## config.mk

```make
export PLATFORM = sky130hd
export DESIGN_NAME = rmf_pos_ctrl
export DESIGN_NICKNAME = d
export VERILOG_FILES = /design/src/hdl/rgb_median_filter_3x3_defines.svh /design/src/hdl/rmf_pkg.sv /design/src/hdl/rmf_pos_ctrl.sv
export SDC_FILE = /design/constraint.sdc
export NUM_CORES = 1
export LEC_CHECK = 0
export BUFFER_PORTS_ARGS = -buffer_cell sky130_fd_sc_hd__clkbuf_2
export CORE_ASPECT_RATIO = 0.75
export CORE_MARGIN = 3
export CORE_UTILIZATION = 31
export DETAILED_ROUTE_END_ITERATION = 10
export GPL_TIMING_DRIVEN = 1
export PLACE_DENSITY = 0.61
export SYNTH_ARGS = -nofsm -noshare
export SYNTH_HDL_FRONTEND = slang
export SYNTH_SLANG_ARGS = --single-unit
```

## constraint.sdc

```tcl
create_clock -name clock -period 7.4 [get_ports clock]
set_input_delay 0.74 -clock clock [delete_from_list [all_inputs] [get_ports clock]]
set_output_delay 0.74 -clock clock [all_outputs]
set_load 0.01 [all_outputs]
```

## src/hdl/rgb_median_filter_3x3_defines.svh

```systemverilog
// Assertion macros used by the median filter top level.
`ifndef RGB_MEDIAN_FILTER_3X3_DEFINES_SVH
`define RGB_MEDIAN_FILTER_3X3_DEFINES_SVH

// Check that a condition implies another in the same cycle.
`define RMF_ASSERT_NOW(label, ante, cons, msg) \
   label: assert property (@(posedge clock) disable iff (reset) (ante) |-> (cons)) \
      else $error(msg);

// Check that a condition implies another in the next cycle.
`define RMF_ASSERT_NEXT(label, ante, cons, msg) \
   label: assert property (@(posedge clock) disable iff (reset) (ante) |=> (cons)) \
      else $error(msg);

`endif

```

## src/hdl/rmf_pkg.sv

```systemverilog
// Types, constants and the median network shared by the median filter modules.
package rmf_pkg;

   localparam int MAX_WIDTH   = 2048;
   localparam int ADDR_W      = $clog2(MAX_WIDTH);
   localparam int WIDTH_REG_W = 12;
   localparam int HEIGHT_W    = 16;
   localparam int EFFW_W      = (ADDR_W + 1 > WIDTH_REG_W) ? ADDR_W + 1 : WIDTH_REG_W;
   localparam int PEND_W      = $clog2(MAX_WIDTH + 2);
   localparam int CHAN_W      = 8;
   localparam int PIX_W       = 3 * CHAN_W;
   localparam int DATA_W      = 24;
   localparam int CSR_IDX_W   = 1;
   localparam int CSR_DATA_W  = 16;

   localparam logic [WIDTH_REG_W-1:0] WIDTH_RESET  = WIDTH_REG_W'(640);
   localparam logic [HEIGHT_W-1:0]    HEIGHT_RESET = HEIGHT_W'(480);

   // Register indexes on the csr port
   localparam logic [CSR_IDX_W-1:0] REG_IMAGE_WIDTH  = 1'b0;
   localparam logic [CSR_IDX_W-1:0] REG_IMAGE_HEIGHT = 1'b1;

   // Word kinds on req_tuser
   localparam logic MODE_PIXEL = 1'b0;
   localparam logic MODE_FLUSH = 1'b1;

   // Compare-exchange network for the median of nine (low slot takes the min)
   localparam int MED_STEPS = 19;
   localparam logic [3:0] MED_LO [MED_STEPS] =
      '{4'd1, 4'd4, 4'd7, 4'd0, 4'd3, 4'd6, 4'd1, 4'd4, 4'd7, 4'd0,
        4'd5, 4'd4, 4'd3, 4'd1, 4'd2, 4'd4, 4'd4, 4'd6, 4'd4};
   localparam logic [3:0] MED_HI [MED_STEPS] =
      '{4'd2, 4'd5, 4'd8, 4'd1, 4'd4, 4'd7, 4'd2, 4'd5, 4'd8, 4'd3,
        4'd8, 4'd7, 4'd6, 4'd4, 4'd5, 4'd7, 4'd2, 4'd4, 4'd2};

   typedef logic [PIX_W-1:0] pix_type;

   // Word leaving the position control toward the line stores
   typedef struct packed {
      logic              flush;
      logic              produce;
      logic              border;
      logic              frame_end;
      logic              sel_upper;
      logic [ADDR_W-1:0] addr;
      pix_type           pix;
   } item_type;

   // Window column leaving the line stores; a flush word carries its value in col_mid
   typedef struct packed {
      logic    flush;
      logic    produce;
      logic    border;
      logic    frame_end;
      pix_type col_top;
      pix_type col_mid;
      pix_type col_bot;
   } column_type;

   // Position status for checking
   typedef struct packed {
      logic [ADDR_W-1:0]   col;
      logic [HEIGHT_W-1:0] row;
      logic [PEND_W-1:0]   pending;
      logic [EFFW_W-1:0]   eff_w;
   } pos_status_type;

   function automatic logic [CHAN_W-1:0] median9(input logic [9*CHAN_W-1:0] vals);
      logic [CHAN_W-1:0] p [9];
      logic [CHAN_W-1:0] t;
      for (int i = 0; i < 9; i++) begin
         p[i] = vals[i*CHAN_W +: CHAN_W];
      end
      for (int s = 0; s < MED_STEPS; s++) begin
         if (p[MED_LO[s]] > p[MED_HI[s]]) begin
            t            = p[MED_LO[s]];
            p[MED_LO[s]] = p[MED_HI[s]];
            p[MED_HI[s]] = t;
         end
      end
      return p[4];
   endfunction

endpackage

```

## src/hdl/rmf_pos_ctrl.sv

```systemverilog
// Frame geometry registers, pixel position counters and flush bookkeeping.
module rmf_pos_ctrl (
   input  logic                            clock,
   input  logic                            reset,
   input  logic                            csr_valid,
   input  logic [rmf_pkg::CSR_IDX_W-1:0]   csr_index,
   input  logic [rmf_pkg::CSR_DATA_W-1:0]  csr_data,
   input  logic                            accept,
   input  logic                            req_mode,
   input  rmf_pkg::pix_type                req_pix,
   output rmf_pkg::item_type               item,
   output logic                            item_valid,
   output rmf_pkg::pos_status_type         status
);
   import rmf_pkg::*;

   logic [WIDTH_REG_W-1:0] width_ff;
   logic [HEIGHT_W-1:0]    height_ff;
   logic [ADDR_W-1:0]      col_ff, col_in;
   logic [HEIGHT_W-1:0]    row_ff, row_in;
   logic [PEND_W-1:0]      pend_ff, pend_in;

   logic [EFFW_W-1:0]   eff_w, w_ext, c_ext, c_next, ocol, p_ext, faddr;
   logic [HEIGHT_W-1:0] eff_h, r, orow;
   logic [ADDR_W-1:0]   c;
   logic [HEIGHT_W:0]   r_next;
   logic                produce, interior, col_wrap, row_wrap, sel_upper;

   // Saturate geometry
   always_comb begin
      w_ext = EFFW_W'(width_ff);
      if (w_ext == '0) begin
         eff_w = EFFW_W'(1);
      end else if (w_ext > EFFW_W'(MAX_WIDTH)) begin
         eff_w = EFFW_W'(MAX_WIDTH);
      end else begin
         eff_w = w_ext;
      end
      eff_h = (height_ff == '0) ? HEIGHT_W'(1) : height_ff;
   end

   // Position of this pixel and of the pixel it releases
   always_comb begin
      c     = (EFFW_W'(col_ff) >= eff_w) ? '0 : col_ff;
      r     = (row_ff >= eff_h) ? '0 : row_ff;
      c_ext = EFFW_W'(c);
      produce = (r >= HEIGHT_W'(2)) || (r == HEIGHT_W'(1) && c != '0);
      if (c != '0) begin
         orow = r - HEIGHT_W'(1);
         ocol = c_ext - EFFW_W'(1);
      end else begin
         orow = r - HEIGHT_W'(2);
         ocol = eff_w - EFFW_W'(1);
      end
      interior = (orow != '0) && (ocol != '0)
                 && ({1'b0, ocol} + (EFFW_W+1)'(2) <= {1'b0, eff_w})
                 && ({1'b0, orow} + (HEIGHT_W+1)'(2) <= {1'b0, eff_h});
      c_next   = c_ext + EFFW_W'(1);
      col_wrap = c_next >= eff_w;
      r_next   = {1'b0, r} + (HEIGHT_W+1)'(1);
      row_wrap = r_next >= {1'b0, eff_h};
   end

   // Flush read address: lower store for the last row, upper store for its pad pixel
   always_comb begin
      p_ext     = EFFW_W'(pend_ff);
      sel_upper = p_ext > eff_w;
      faddr     = sel_upper ? (eff_w - EFFW_W'(1)) : (eff_w - p_ext);
   end

   // Build the word for the line stores
   always_comb begin
      item_valid     = (req_mode == MODE_PIXEL) || (pend_ff != '0);
      item.pix       = req_pix;
      if (req_mode == MODE_FLUSH) begin
         item.flush     = 1'b1;
         item.produce   = 1'b1;
         item.border    = 1'b0;
         item.frame_end = (pend_ff == PEND_W'(1));
         item.sel_upper = sel_upper;
         item.addr      = faddr[ADDR_W-1:0];
      end else begin
         item.flush     = 1'b0;
         item.produce   = produce;
         item.border    = !interior;
         item.frame_end = 1'b0;
         item.sel_upper = 1'b0;
         item.addr      = c;
      end
   end

   // Next counter values
   always_comb begin
      col_in  = col_ff;
      row_in  = row_ff;
      pend_in = pend_ff;
      if (csr_valid) begin
         col_in  = '0;
         row_in  = '0;
         pend_in = '0;
      end else if (accept && req_mode == MODE_PIXEL) begin
         col_in  = col_wrap ? '0 : c_next[ADDR_W-1:0];
         row_in  = col_wrap ? (row_wrap ? '0 : r_next[HEIGHT_W-1:0]) : r;
         pend_in = '0;
         if (col_wrap && row_wrap) begin
            pend_in = (eff_h >= HEIGHT_W'(2)) ? PEND_W'(eff_w) + PEND_W'(1)
                                              : PEND_W'(eff_w);
         end
      end else if (accept && pend_ff != '0) begin
         pend_in = pend_ff - PEND_W'(1);
      end
   end

   // Hold geometry and counters
   always_ff @(posedge clock) begin
      if (reset) begin
         width_ff  <= WIDTH_RESET;
         height_ff <= HEIGHT_RESET;
         col_ff    <= '0;
         row_ff    <= '0;
         pend_ff   <= '0;
      end else begin
         if (csr_valid && csr_index == REG_IMAGE_WIDTH) begin
            width_ff <= csr_data[WIDTH_REG_W-1:0];
         end
         if (csr_valid && csr_index == REG_IMAGE_HEIGHT) begin
            height_ff <= csr_data[HEIGHT_W-1:0];
         end
         col_ff  <= col_in;
         row_ff  <= row_in;
         pend_ff <= pend_in;
      end
   end

   assign status.col     = col_ff;
   assign status.row     = row_ff;
   assign status.pending = pend_ff;
   assign status.eff_w   = eff_w;

endmodule

```

==> summary.txt <==
Residual DRC: 0
CP Class: flop to output port
Mapped Nets: 1346
Register Area: 1341 um2
Clock buffer count from CTS: 9
Detailed-route wire length per cell: 19.93 um
Fillers: 2827
Via density: 5.727
Post-synth top area cell: ha_1
Post-Syn Instances: 1180
Vias in the first global route: 8448
Ant. Diodes: 0
Initial antenna violation count: 0
CTS tree: built
Worst Hold Class: flop to flop
Root buf cell: clkbuf_16
Syn_area_per_cell: 7.267 um2
Footprint of the multi-input gates: 6668 um2
Clock slew at reported path FFs: 0.06 ns
Area Overhead vs Synth: 17.23%
Result of the run: finished clean
Detailed Route Iter0 Violations: 1019
Post-layout nets: 1437
Slowest CP cell: dfxtp_1
Clock skew: 0.005351 ns
Share of cells above drive strength 1: 18.26%
ANT nets after route: 0
Die area: 29710 um2
Max-cap check violation count: 0
Seq/Total Area, Yosys: 15.64%
Vias: 9318
Worst slew margin: 22.45%
Setup violators final: 0
YS warnings: 0
Largest net degree at the start of global routing: 31
CP peak stage delay: 0.37 ns
Hold Fails Final Rpt: 0
Slew Limit Fails: 0
Drt pass-1 iters: 8
Num rows: 52
H-Tree Depth: 3
Tot Pwr: 1.361 mW
Highest clock rate: 0.1406 GHz
Hpwl dp: 25490 um
Leak: 4.465 nW
Tightest Pin Transition: 1.153 ns
Arr. time, crit path: 6.37 ns
Initial Util: 31.60%
Clock sink count: 67
Worst vdd ir: 0.0001021 V
WL final: 32430 um
Global-route wire length before repair: 49340 um
Clock Latency Late Sink: 0.34 ns
Synth cell count leaders: nand2_1, ha_1, a21oi_1
Worst EP required: 6.66 ns
Main flop type after synthesis: dfxtp_1
Synth unique cells: 84
Async S/R FF share, synth: 0%
Post-route setup TNS: 0 ns
Number of synthesized flops with an enable pin: 0
Period utilisation layout: 96.08%
Gpl congestion: 0.9513
Final min period: 7.110 ns
Syn Std Cell Area: 8574 um2
Core ar.: 27130 um2
IO Pins: 138
Port Buffers: 89
Endpoint class of the critical path: output port
Worst-path maximum fanout: 8
GR Overflow Total: 0
Seq cells post-synth: 67
Die height: 150.0 um
Placed Cells: 1596
CP most frequent cell: a21oi_1
Die Span X: 198.0 um
Area contributors post-synth: ha_1, dfxtp_1, nand2_1
Power per cell area: 135.4 nW/um2
Startpoint type of the worst setup path: flop
Final Non-Filler Cells: 1627
Synth top area share: 17.36%
GRT Util Overall: 21.12%
Max Root-Sink Buffers: 2
Top-count cell post-synth: nand2_1
worst max-delay path, delay by kind of cell, from the launching register on:
family	cells	cell delay (ns)
AOI/OAI and AO/OA	16	2.78
xor gates and xnor gates	1	0.18
adders and majority gates	3	0.83
buffers and inverters	4	0.63
DFF	1	0.37
and+or+nand+nor	7	1.23
metal layers:
layer	GRT usage [%]	share of wire [%]	wire [um]	vias to the layer above
met2	29.78	40	13100	475
met5	0	0	0	-
met4	4.597	1.7	542	0
met1	32.49	49	15830	4377
li1	-	-	-	4428
met3	4.366	9.1	2947	38
sequential cells by signal, summed over array words and instances (netlist names):
name,cells
height_ff,16
row_ff,16
p_ext,12
w_ext,12
col_ff,11
cell usage in the layout, fill, tap and decap left out, types with 5 or more instances in the layout:
cell,count
o21a_1,10
or3_1,11
ha_1,118
nor2b_1,17
buf_4,77
a22o_1,15
nand2b_1,8
a31oi_1,10
nand2_1,152
nand3_1,39
clkbuf_2,89
inv_1,63
xor2_1,18
dfxtp_1,67
o21ai_0,59
nand3b_1,9
a21oi_1,93
nor3_1,30
and2_1,8
a21o_1,16
o21ai_1,5
nor2_1,91
xnor2_1,47
mux2i_1,13
and4_1,6
a221oi_1,6
nand4_1,25
a21boi_0,5
a211oi_1,10
clkbuf_16,9
and3_1,17
nor4_1,13
a311oi_1,7
cell type report:
class,count,share of cell area [%]
clock buffer,11,2.415
clock inverter,5,0.6099
inverter,66,2.502
multi-input combinational,959,66.33
sequential,67,13.34
tap,351,4.369
timing repair buffer,168,10.43
cell families after synthesis:
kind of cell	after synthesis	share of synthesized area (%)
AO/OA/AOI/OAI	303	23.70
AND/OR/NAND/NOR	455	26.15
adder cells (fa/ha/maj)	120	17.60
multiplexers	15	1.780
buffers and inverters	154	8.390
XOR/XNOR	66	6.742
flip-flops	67	15.64
final timing paths:
| check | cells past startpoint | slack (ns) | end | startpoint |
|---|---|---|---|---|
| setup / recovery | 31 | 0.29 | item[37] | w_ext[7] |
| hold / removal | 2 | 0.48 | height_ff[2] | height_ff[2] |
| setup reg to reg | 24 | 1.38 | row_ff[4] | height_ff[7] |
| hold reg to reg | 2 | 0.48 | height_ff[2] | height_ff[2] |
what timing repair did:
action / CTS / global route
setup buffers: 5 / 10
endpoints found under the setup margin: 1 / 1
hold buffers: 0 / 0
gates resized for setup: 4 / 22
pin swaps: 4 / 9
metrics by stage:
stage               setup slack, ns  instance area [um2]  utilization [%]  hold slack, ns
floorplan                   0.05839                 8597                -          0.4312
global placement             0.4021                 9502            35.02          0.4500
detailed placement           0.2088                 9502            35.02          0.4633
CTS                         0.01292                 9854            36.32          0.4718
global route               -0.09763                10050            37.05          0.4881
finish                       0.2897                10050            37.05          0.4761
where the power goes:
part / total [mW] / internal [mW] / switching (mW) / leakage (nW)
clock: 0.451 / 0.272 / 0.179 / 0.150
sequential: 0.389 / 0.373 / 0.0165 / 0.545
combinational: 0.520 / 0.215 / 0.306 / 3.77
total: 1.36 / 0.860 / 0.501 / 4.46
Power figures use the tool's default switching activity.
