--- config.mk ---
export PLATFORM = sky130hd
export DESIGN_NAME = rmf_window_med
export DESIGN_NICKNAME = d
export VERILOG_FILES = /design/src/hdl/rgb_median_filter_3x3_defines.svh /design/src/hdl/rmf_pkg.sv /design/src/hdl/rmf_window_med.sv
export SDC_FILE = /design/constraint.sdc
export NUM_CORES = 2
export LEC_CHECK = 0
export ABC_AREA = 0
export BUFFER_PORTS_ARGS = -buffer_cell sky130_fd_sc_hd__buf_2
export CAP_MARGIN = 20
export CORE_MARGIN = 2
export CORE_UTILIZATION = 30
export CTS_CLUSTER_DIAMETER = 50
export CTS_CLUSTER_SIZE = 12
export DETAILED_ROUTE_END_ITERATION = 10
export PLACE_DENSITY = 0.55
export SLEW_MARGIN = 10
export SYNTH_ARGS = -nofsm -noshare
export SYNTH_HDL_FRONTEND = slang
export SYNTH_SLANG_ARGS = --single-unit
--- constraint.sdc ---
create_clock -name clock -period 53.7 [get_ports clock]
set_input_delay 0 -clock clock [delete_from_list [all_inputs] [get_ports clock]]
set_output_delay 0 -clock clock [all_outputs]
set_load 0.02 [all_outputs]
--- src/hdl/rgb_median_filter_3x3_defines.svh ---
// Assertion macros used by the median filter top level.
`ifndef RGB_MEDIAN_FILTER_3X3_DEFINES_SVH
`define RGB_MEDIAN_FILTER_3X3_DEFINES_SVH

// Check that a condition implies another in the same cycle.
`define RMF_ASSERT_NOW(label, ante, cons, msg) \
   label: assert property (@(posedge clock) disable iff (reset) (ante) |-> (cons)) \
      else $error(msg);

// Check that a condition implies another in the next cycle.
`define RMF_ASSERT_NEXT(label, ante, cons, msg) \
   label: assert property (@(posedge clock) disable iff (reset) (ante) |=> (cons)) \
      else $error(msg);

`endif

--- src/hdl/rmf_pkg.sv ---
// Types, constants and the median network shared by the median filter modules.
package rmf_pkg;

   localparam int MAX_WIDTH   = 2048;
   localparam int ADDR_W      = $clog2(MAX_WIDTH);
   localparam int WIDTH_REG_W = 12;
   localparam int HEIGHT_W    = 16;
   localparam int EFFW_W      = (ADDR_W + 1 > WIDTH_REG_W) ? ADDR_W + 1 : WIDTH_REG_W;
   localparam int PEND_W      = $clog2(MAX_WIDTH + 2);
   localparam int CHAN_W      = 8;
   localparam int PIX_W       = 3 * CHAN_W;
   localparam int DATA_W      = 24;
   localparam int CSR_IDX_W   = 1;
   localparam int CSR_DATA_W  = 16;

   localparam logic [WIDTH_REG_W-1:0] WIDTH_RESET  = WIDTH_REG_W'(640);
   localparam logic [HEIGHT_W-1:0]    HEIGHT_RESET = HEIGHT_W'(480);

   // Register indexes on the csr port
   localparam logic [CSR_IDX_W-1:0] REG_IMAGE_WIDTH  = 1'b0;
   localparam logic [CSR_IDX_W-1:0] REG_IMAGE_HEIGHT = 1'b1;

   // Word kinds on req_tuser
   localparam logic MODE_PIXEL = 1'b0;
   localparam logic MODE_FLUSH = 1'b1;

   // Compare-exchange network for the median of nine (low slot takes the min)
   localparam int MED_STEPS = 19;
   localparam logic [3:0] MED_LO [MED_STEPS] =
      '{4'd1, 4'd4, 4'd7, 4'd0, 4'd3, 4'd6, 4'd1, 4'd4, 4'd7, 4'd0,
        4'd5, 4'd4, 4'd3, 4'd1, 4'd2, 4'd4, 4'd4, 4'd6, 4'd4};
   localparam logic [3:0] MED_HI [MED_STEPS] =
      '{4'd2, 4'd5, 4'd8, 4'd1, 4'd4, 4'd7, 4'd2, 4'd5, 4'd8, 4'd3,
        4'd8, 4'd7, 4'd6, 4'd4, 4'd5, 4'd7, 4'd2, 4'd4, 4'd2};

   typedef logic [PIX_W-1:0] pix_type;

   // Word leaving the position control toward the line stores
   typedef struct packed {
      logic              flush;
      logic              produce;
      logic              border;
      logic              frame_end;
      logic              sel_upper;
      logic [ADDR_W-1:0] addr;
      pix_type           pix;
   } item_type;

   // Window column leaving the line stores; a flush word carries its value in col_mid
   typedef struct packed {
      logic    flush;
      logic    produce;
      logic    border;
      logic    frame_end;
      pix_type col_top;
      pix_type col_mid;
      pix_type col_bot;
   } column_type;

   // Position status for checking
   typedef struct packed {
      logic [ADDR_W-1:0]   col;
      logic [HEIGHT_W-1:0] row;
      logic [PEND_W-1:0]   pending;
      logic [EFFW_W-1:0]   eff_w;
   } pos_status_type;

   function automatic logic [CHAN_W-1:0] median9(input logic [9*CHAN_W-1:0] vals);
      logic [CHAN_W-1:0] p [9];
      logic [CHAN_W-1:0] t;
      for (int i = 0; i < 9; i++) begin
         p[i] = vals[i*CHAN_W +: CHAN_W];
      end
      for (int s = 0; s < MED_STEPS; s++) begin
         if (p[MED_LO[s]] > p[MED_HI[s]]) begin
            t            = p[MED_LO[s]];
            p[MED_LO[s]] = p[MED_HI[s]];
            p[MED_HI[s]] = t;
         end
      end
      return p[4];
   endfunction

endpackage

--- src/hdl/rmf_window_med.sv ---
// 3x3 window registers, per-channel median network and the result register.
module rmf_window_med (
   input  logic                clock,
   input  logic                reset,
   input  logic                col_valid,
   input  rmf_pkg::column_type column,
   input  logic                rsp_tready,
   output logic                s2_free,
   output logic                s2_valid,
   output logic                rsp_tvalid,
   output rmf_pkg::pix_type    rsp_pix,
   output logic                rsp_last
);
   import rmf_pkg::*;

   pix_type win_ff [3][3];
   logic    s2_valid_ff, s2_valid_in;
   logic    s2_flush_ff, s2_produce_ff, s2_border_ff, s2_last_ff;
   pix_type s2_flush_pix_ff;
   logic    rsp_valid_ff;
   pix_type rsp_pix_ff;
   logic    rsp_last_ff;
   logic    out_free, out_load;

   logic [9*CHAN_W-1:0] red_set, green_set, blue_set;
   pix_type             med_pix, result_pix;

   assign out_free = !rsp_valid_ff || rsp_tready;
   assign s2_free  = !s2_valid_ff || out_free;
   assign out_load = s2_valid_ff && s2_produce_ff && out_free;

   // Shift the window left and insert the new column
   always_ff @(posedge clock) begin
      if (reset) begin
         for (int k = 0; k < 3; k++) begin
            for (int j = 0; j < 3; j++) begin
               win_ff[k][j] <= '0;
            end
         end
      end else if (col_valid && !column.flush) begin
         for (int k = 0; k < 3; k++) begin
            win_ff[k][0] <= win_ff[k][1];
            win_ff[k][1] <= win_ff[k][2];
         end
         win_ff[0][2] <= column.col_top;
         win_ff[1][2] <= column.col_mid;
         win_ff[2][2] <= column.col_bot;
      end
   end

   // Stage payload
   always_ff @(posedge clock) begin
      if (col_valid) begin
         s2_flush_ff     <= column.flush;
         s2_produce_ff   <= column.produce;
         s2_border_ff    <= column.border;
         s2_last_ff      <= column.frame_end;
         s2_flush_pix_ff <= column.col_mid;
      end
   end

   always_comb begin
      s2_valid_in = s2_valid_ff;
      if (col_valid) begin
         s2_valid_in = 1'b1;
      end else if (out_free) begin
         s2_valid_in = 1'b0;
      end
   end

   // Gather the nine samples of each channel
   always_comb begin
      for (int i = 0; i < 9; i++) begin
         red_set[i*CHAN_W +: CHAN_W]   = win_ff[i/3][i%3][PIX_W-1 -: CHAN_W];
         green_set[i*CHAN_W +: CHAN_W] = win_ff[i/3][i%3][CHAN_W +: CHAN_W];
         blue_set[i*CHAN_W +: CHAN_W]  = win_ff[i/3][i%3][0 +: CHAN_W];
      end
      med_pix = {median9(red_set), median9(green_set), median9(blue_set)};
      if (s2_flush_ff) begin
         result_pix = s2_flush_pix_ff;
      end else if (s2_border_ff) begin
         result_pix = win_ff[1][1];
      end else begin
         result_pix = med_pix;
      end
   end

   // Result register
   always_ff @(posedge clock) begin
      if (out_load) begin
         rsp_pix_ff  <= result_pix;
         rsp_last_ff <= s2_last_ff;
      end
   end

   // Stage and result control
   always_ff @(posedge clock) begin
      if (reset) begin
         s2_valid_ff  <= 1'b0;
         rsp_valid_ff <= 1'b0;
      end else begin
         s2_valid_ff <= s2_valid_in;
         if (out_free) begin
            rsp_valid_ff <= s2_valid_ff && s2_produce_ff;
         end
      end
   end

   assign s2_valid   = s2_valid_ff;
   assign rsp_tvalid = rsp_valid_ff;
   assign rsp_pix    = rsp_pix_ff;
   assign rsp_last   = rsp_last_ff;

endmodule

==> metrics.md <==
| Metric | Value |
|---|---|
| Maximum fanout count along the critical path | `32` |
| Max Clock Skew | `~0.018 ns` |
| Final nets | `between 4000 and 5000` |
| Clock period minus worst slack | `20.02 ns` |
| Final global-route overflow total | `0` |
| Terminus of the critical flop-to-flop path | `rsp_pix[4]$_DFFE_PP_` |
| Fraction of final layout cells sized beyond drive strength 1 | `0.09392` |
| Total count of max-transition violations in the final report | `0` |
| Worst setup path endpoint | `rsp_pix[4]$_DFFE_PP_` |
| Total setup violations reported at the end of the flow | `0` |
| Fin Setup TNS | `0 ns` |
| Highest attainable clock frequency | `around 50 MHz` |
| Post-synthesis instance area | `31150 um^2` |
| Number of flops mapped to enable cells by yosys | `roughly 270` |
| Overall routing resource usage | `0.1790` |
| Die Height | `roughly 330 um` |
| Unrepaired setup endpoints after global routing | `no` |
| Detail Placement HPWL | `a little under 80000 um` |
| Clock tree from TritonCTS | `built` |
| Total of max-cap violations | `0` |
| Number of different library cells in the post-synthesis netlist | `~110` |
| Pre-antenna DRT Iters | `8` |
| Longest individual stage delay on the worst path | `0.83 ns` |
| Number of design-rule violations left by the first detailed-router iteration | `2176` |
| FF-to-FF path depth | `83` |
| Initial antenna violation count | `2` |
| Wire per inst | `18.65 um` |
| Cell type of the slowest stage on the worst timing path | `o21ai_2` |
| Kind of end point of the critical path | `flip-flop` |
| Headroom to the max-slew limit | `0.2038` |
| Arrival @ worst endpoint | `about 20 ns` |
| Part of the Yosys area used for sequential elements | `0.2606` |
| Post-synth net total | `between 4000 and 5000` |
| Slew @ Worst Pin | `about 1.2 ns` |
| Post-synthesis average cell area | `about 8.4 um^2` |
| Most used flip-flop cell after synthesis | `edfxtp_1` |
| Setup slack of the critical path after layout | `33.68 ns` |
| Port Buffer Count | `around 110` |
| Standard cell core area | `roughly 100000 um^2` |
| Area overhead of the layout relative to synthesis | `14.55%` |
| Slack of the worst reg-to-reg path | `around 34 ns` |
| CTS Root Buffer Type | `clkbuf_16` |
| Total number of H-tree levels | `2` |
| CP most frequent cell | `o21ai_0` |
| Number of setup buffers added after CTS | `0` |
| Max reg flops | `~220` |
| Result of the run | `complete, no violations` |
| Critical Path RT | `54.12 ns` |
| Global-route wire length before repair | `approximately 150000 um` |
| Effective utilization at floorplan | `0.3018` |
| Post-route DRC violation count | `0` |
| DR vias/cell | `about 5.3` |
| Number of buffers on the longest clock path | `3` |
| Worst r2r src | `win_ff[0][145]$_SDFFCE_PN0P_` |
| Final worst path period share | `0.3729` |
| Number of sinks on the clock net | `roughly 270` |
| Via count of the first global-routing pass | `26717` |
| Weighted congestion at the end of routability-driven global placement | `0.9324` |
| Num CTS Buffers | `48` |
| Launching element of the worst setup path | `win_ff[0][145]$_SDFFCE_PN0P_` |
| Antenna Violating Nets Remaining | `0` |
| Synthesis warning total | `0` |
| Pre-CTS setup slack | `roughly 34 ns` |
| Largest net degree at the start of global routing | `76` |
| Top register by number of flip-flops | `win_ff` |
| Clock slew at reported path FFs | `approximately 0.060 ns` |
| Worst skew pair latency | `0.60 ns` |
| Kind of critical path | `flip-flop to flip-flop` |
| Synthesized instance count | `~3700` |
| Die area | `106400 um^2` |
| Ys async rst share | `0` |
| Width of the die | `around 330 um` |
| Total of flip-flops plus latches after synthesis | `271` |
| Category of the worst setup path launch point | `flip-flop` |
| Standard-cell rows | `118` |
| Total count of hold-check failures in the final report | `0` |
| Total via count in the routed design | `between 20000 and 30000` |
| Total detailed-routing wirelength | `a little under 100000 um` |
| I/O pin total | `108` |
| Worst hold path class | `input pin to flip-flop` |
-- cell usage in the layout (no fill, tap or decap), drive strengths merged, types with 79 or more instances in the layout --
master	count
o21a	80
a21oi	336
a21o	88
nand3	107
dlygate4sd3	79
mux2i	225
nor3	127
ha	441
nor2	245
nand2	246
buf	141
o21ai	248
edfxtp	269
inv	369
and2	167
-- layout make-up --
cell class | instances | area [um^2]
diodes | 1 | 2.502
clock buffers | 50 | 1230
clock inverters | 40 | 479.2
fillers | 10652 | 67520
inverters | 349 | 1310
multi-input cells | 2935 | 21230
flip-flops and latches | 271 | 8118
well taps | 1380 | 1727
repair buffers | 220 | 1584
-- cell families (layout without fill, tap and decap cells) --
kind of cell | count (synthesis) | count (layout) | share of synthesized area
other | 0 | 1 | 0
buffers and inverters | 490 | 659 | 0.05953
xor gates and xnor gates | 6 | 6 | 0.001687
adders and majority gates | 442 | 442 | 0.1775
muxes | 302 | 302 | 0.1008
AOI/OAI and AO/OA | 1041 | 1041 | 0.2159
and+or+nand+nor | 1144 | 1144 | 0.1840
DFF | 271 | 271 | 0.2606
-- worst max-delay path: cells and delay by family (launching register included) --
kind | cells | cell delay [ns]
mux | 4 | 1.57
fa+ha+maj | 9 | 2.68
flops | 1 | 0.41
compound gates | 40 | 10.90
buf+inv | 6 | 0.66
simple gates | 24 | 3.55
-- per-layer routing --
layer,share of wire,GRT usage,vias up
li1,-,-,13902
met1,0.47,0.2460,12976
met2,0.45,0.2937,688
met3,0.050,0.02052,135
met4,0.029,0.05400,2
met5,0.00013,0,-
-- cells in the mapped netlist, drive strengths merged, types with 23 or more instances --
library cell,instances,share of area
and3,34,0.0068
nor2,245,0.030
and2,167,0.034
nor2b,58,0.012
mux2,77,0.028
a31oi,23,0.0050
nor3,127,0.021
edfxtp,269,0.26
o21ai,248,0.040
clkbuf,112,0.013
buf,29,0.0040
inv,348,0.042
mux2i,225,0.073
a21oi,336,0.054
nand2b,45,0.0090
nand4,40,0.0084
a21o,88,0.021
o211ai,29,0.0075
o21a,80,0.019
nand2,246,0.030
nand3,107,0.017
ha,441,0.18
-- per-stage QoR --
| stage | cell area (um^2) | util | hold WS [ns] | std cells |
|---|---|---|---|---|
| 3_5_place_dp | 33170 | 0.3214 | 0.1791 | 5075 |
| 4_1_cts | 35670 | 0.3457 | 0.06572 | 5244 |
| 6_report | 35680 | 0.3457 | 0.1131 | 5246 |
| 3_3_place_gp | 33170 | 0.3214 | 0.1772 | 5075 |
| 5_1_grt | 35680 | 0.3457 | 0.09403 | 5245 |
| 2_1_floorplan | 31150 | - | 0.09887 | 3696 |
-- what timing repair did --
item / in CTS / in global routing
hold endpoints to repair: 116 / 0
hold buffers: 79 / 0
gates resized for setup: 0 / 0
-- how the worst min path moves through the flow --
stage	to	startpoint	cells past startpoint
6_report	s2_last_ff$_DFFE_PP_	column[72]	2
5_1_grt	s2_produce_ff$_DFFE_PP_	column[74]	2
4_1_cts	s2_last_ff$_DFFE_PP_	column[72]	2
3_5_place_dp	s2_produce_ff$_DFFE_PP_	column[74]	1
3_3_place_gp	s2_produce_ff$_DFFE_PP_	column[74]	1
2_1_floorplan	s2_border_ff$_DFFE_PP_	column[73]	0
Power is left out: the tool's default activity adds up to more than one toggle a clock period on the data nets, which glitch-free logic cannot reach.
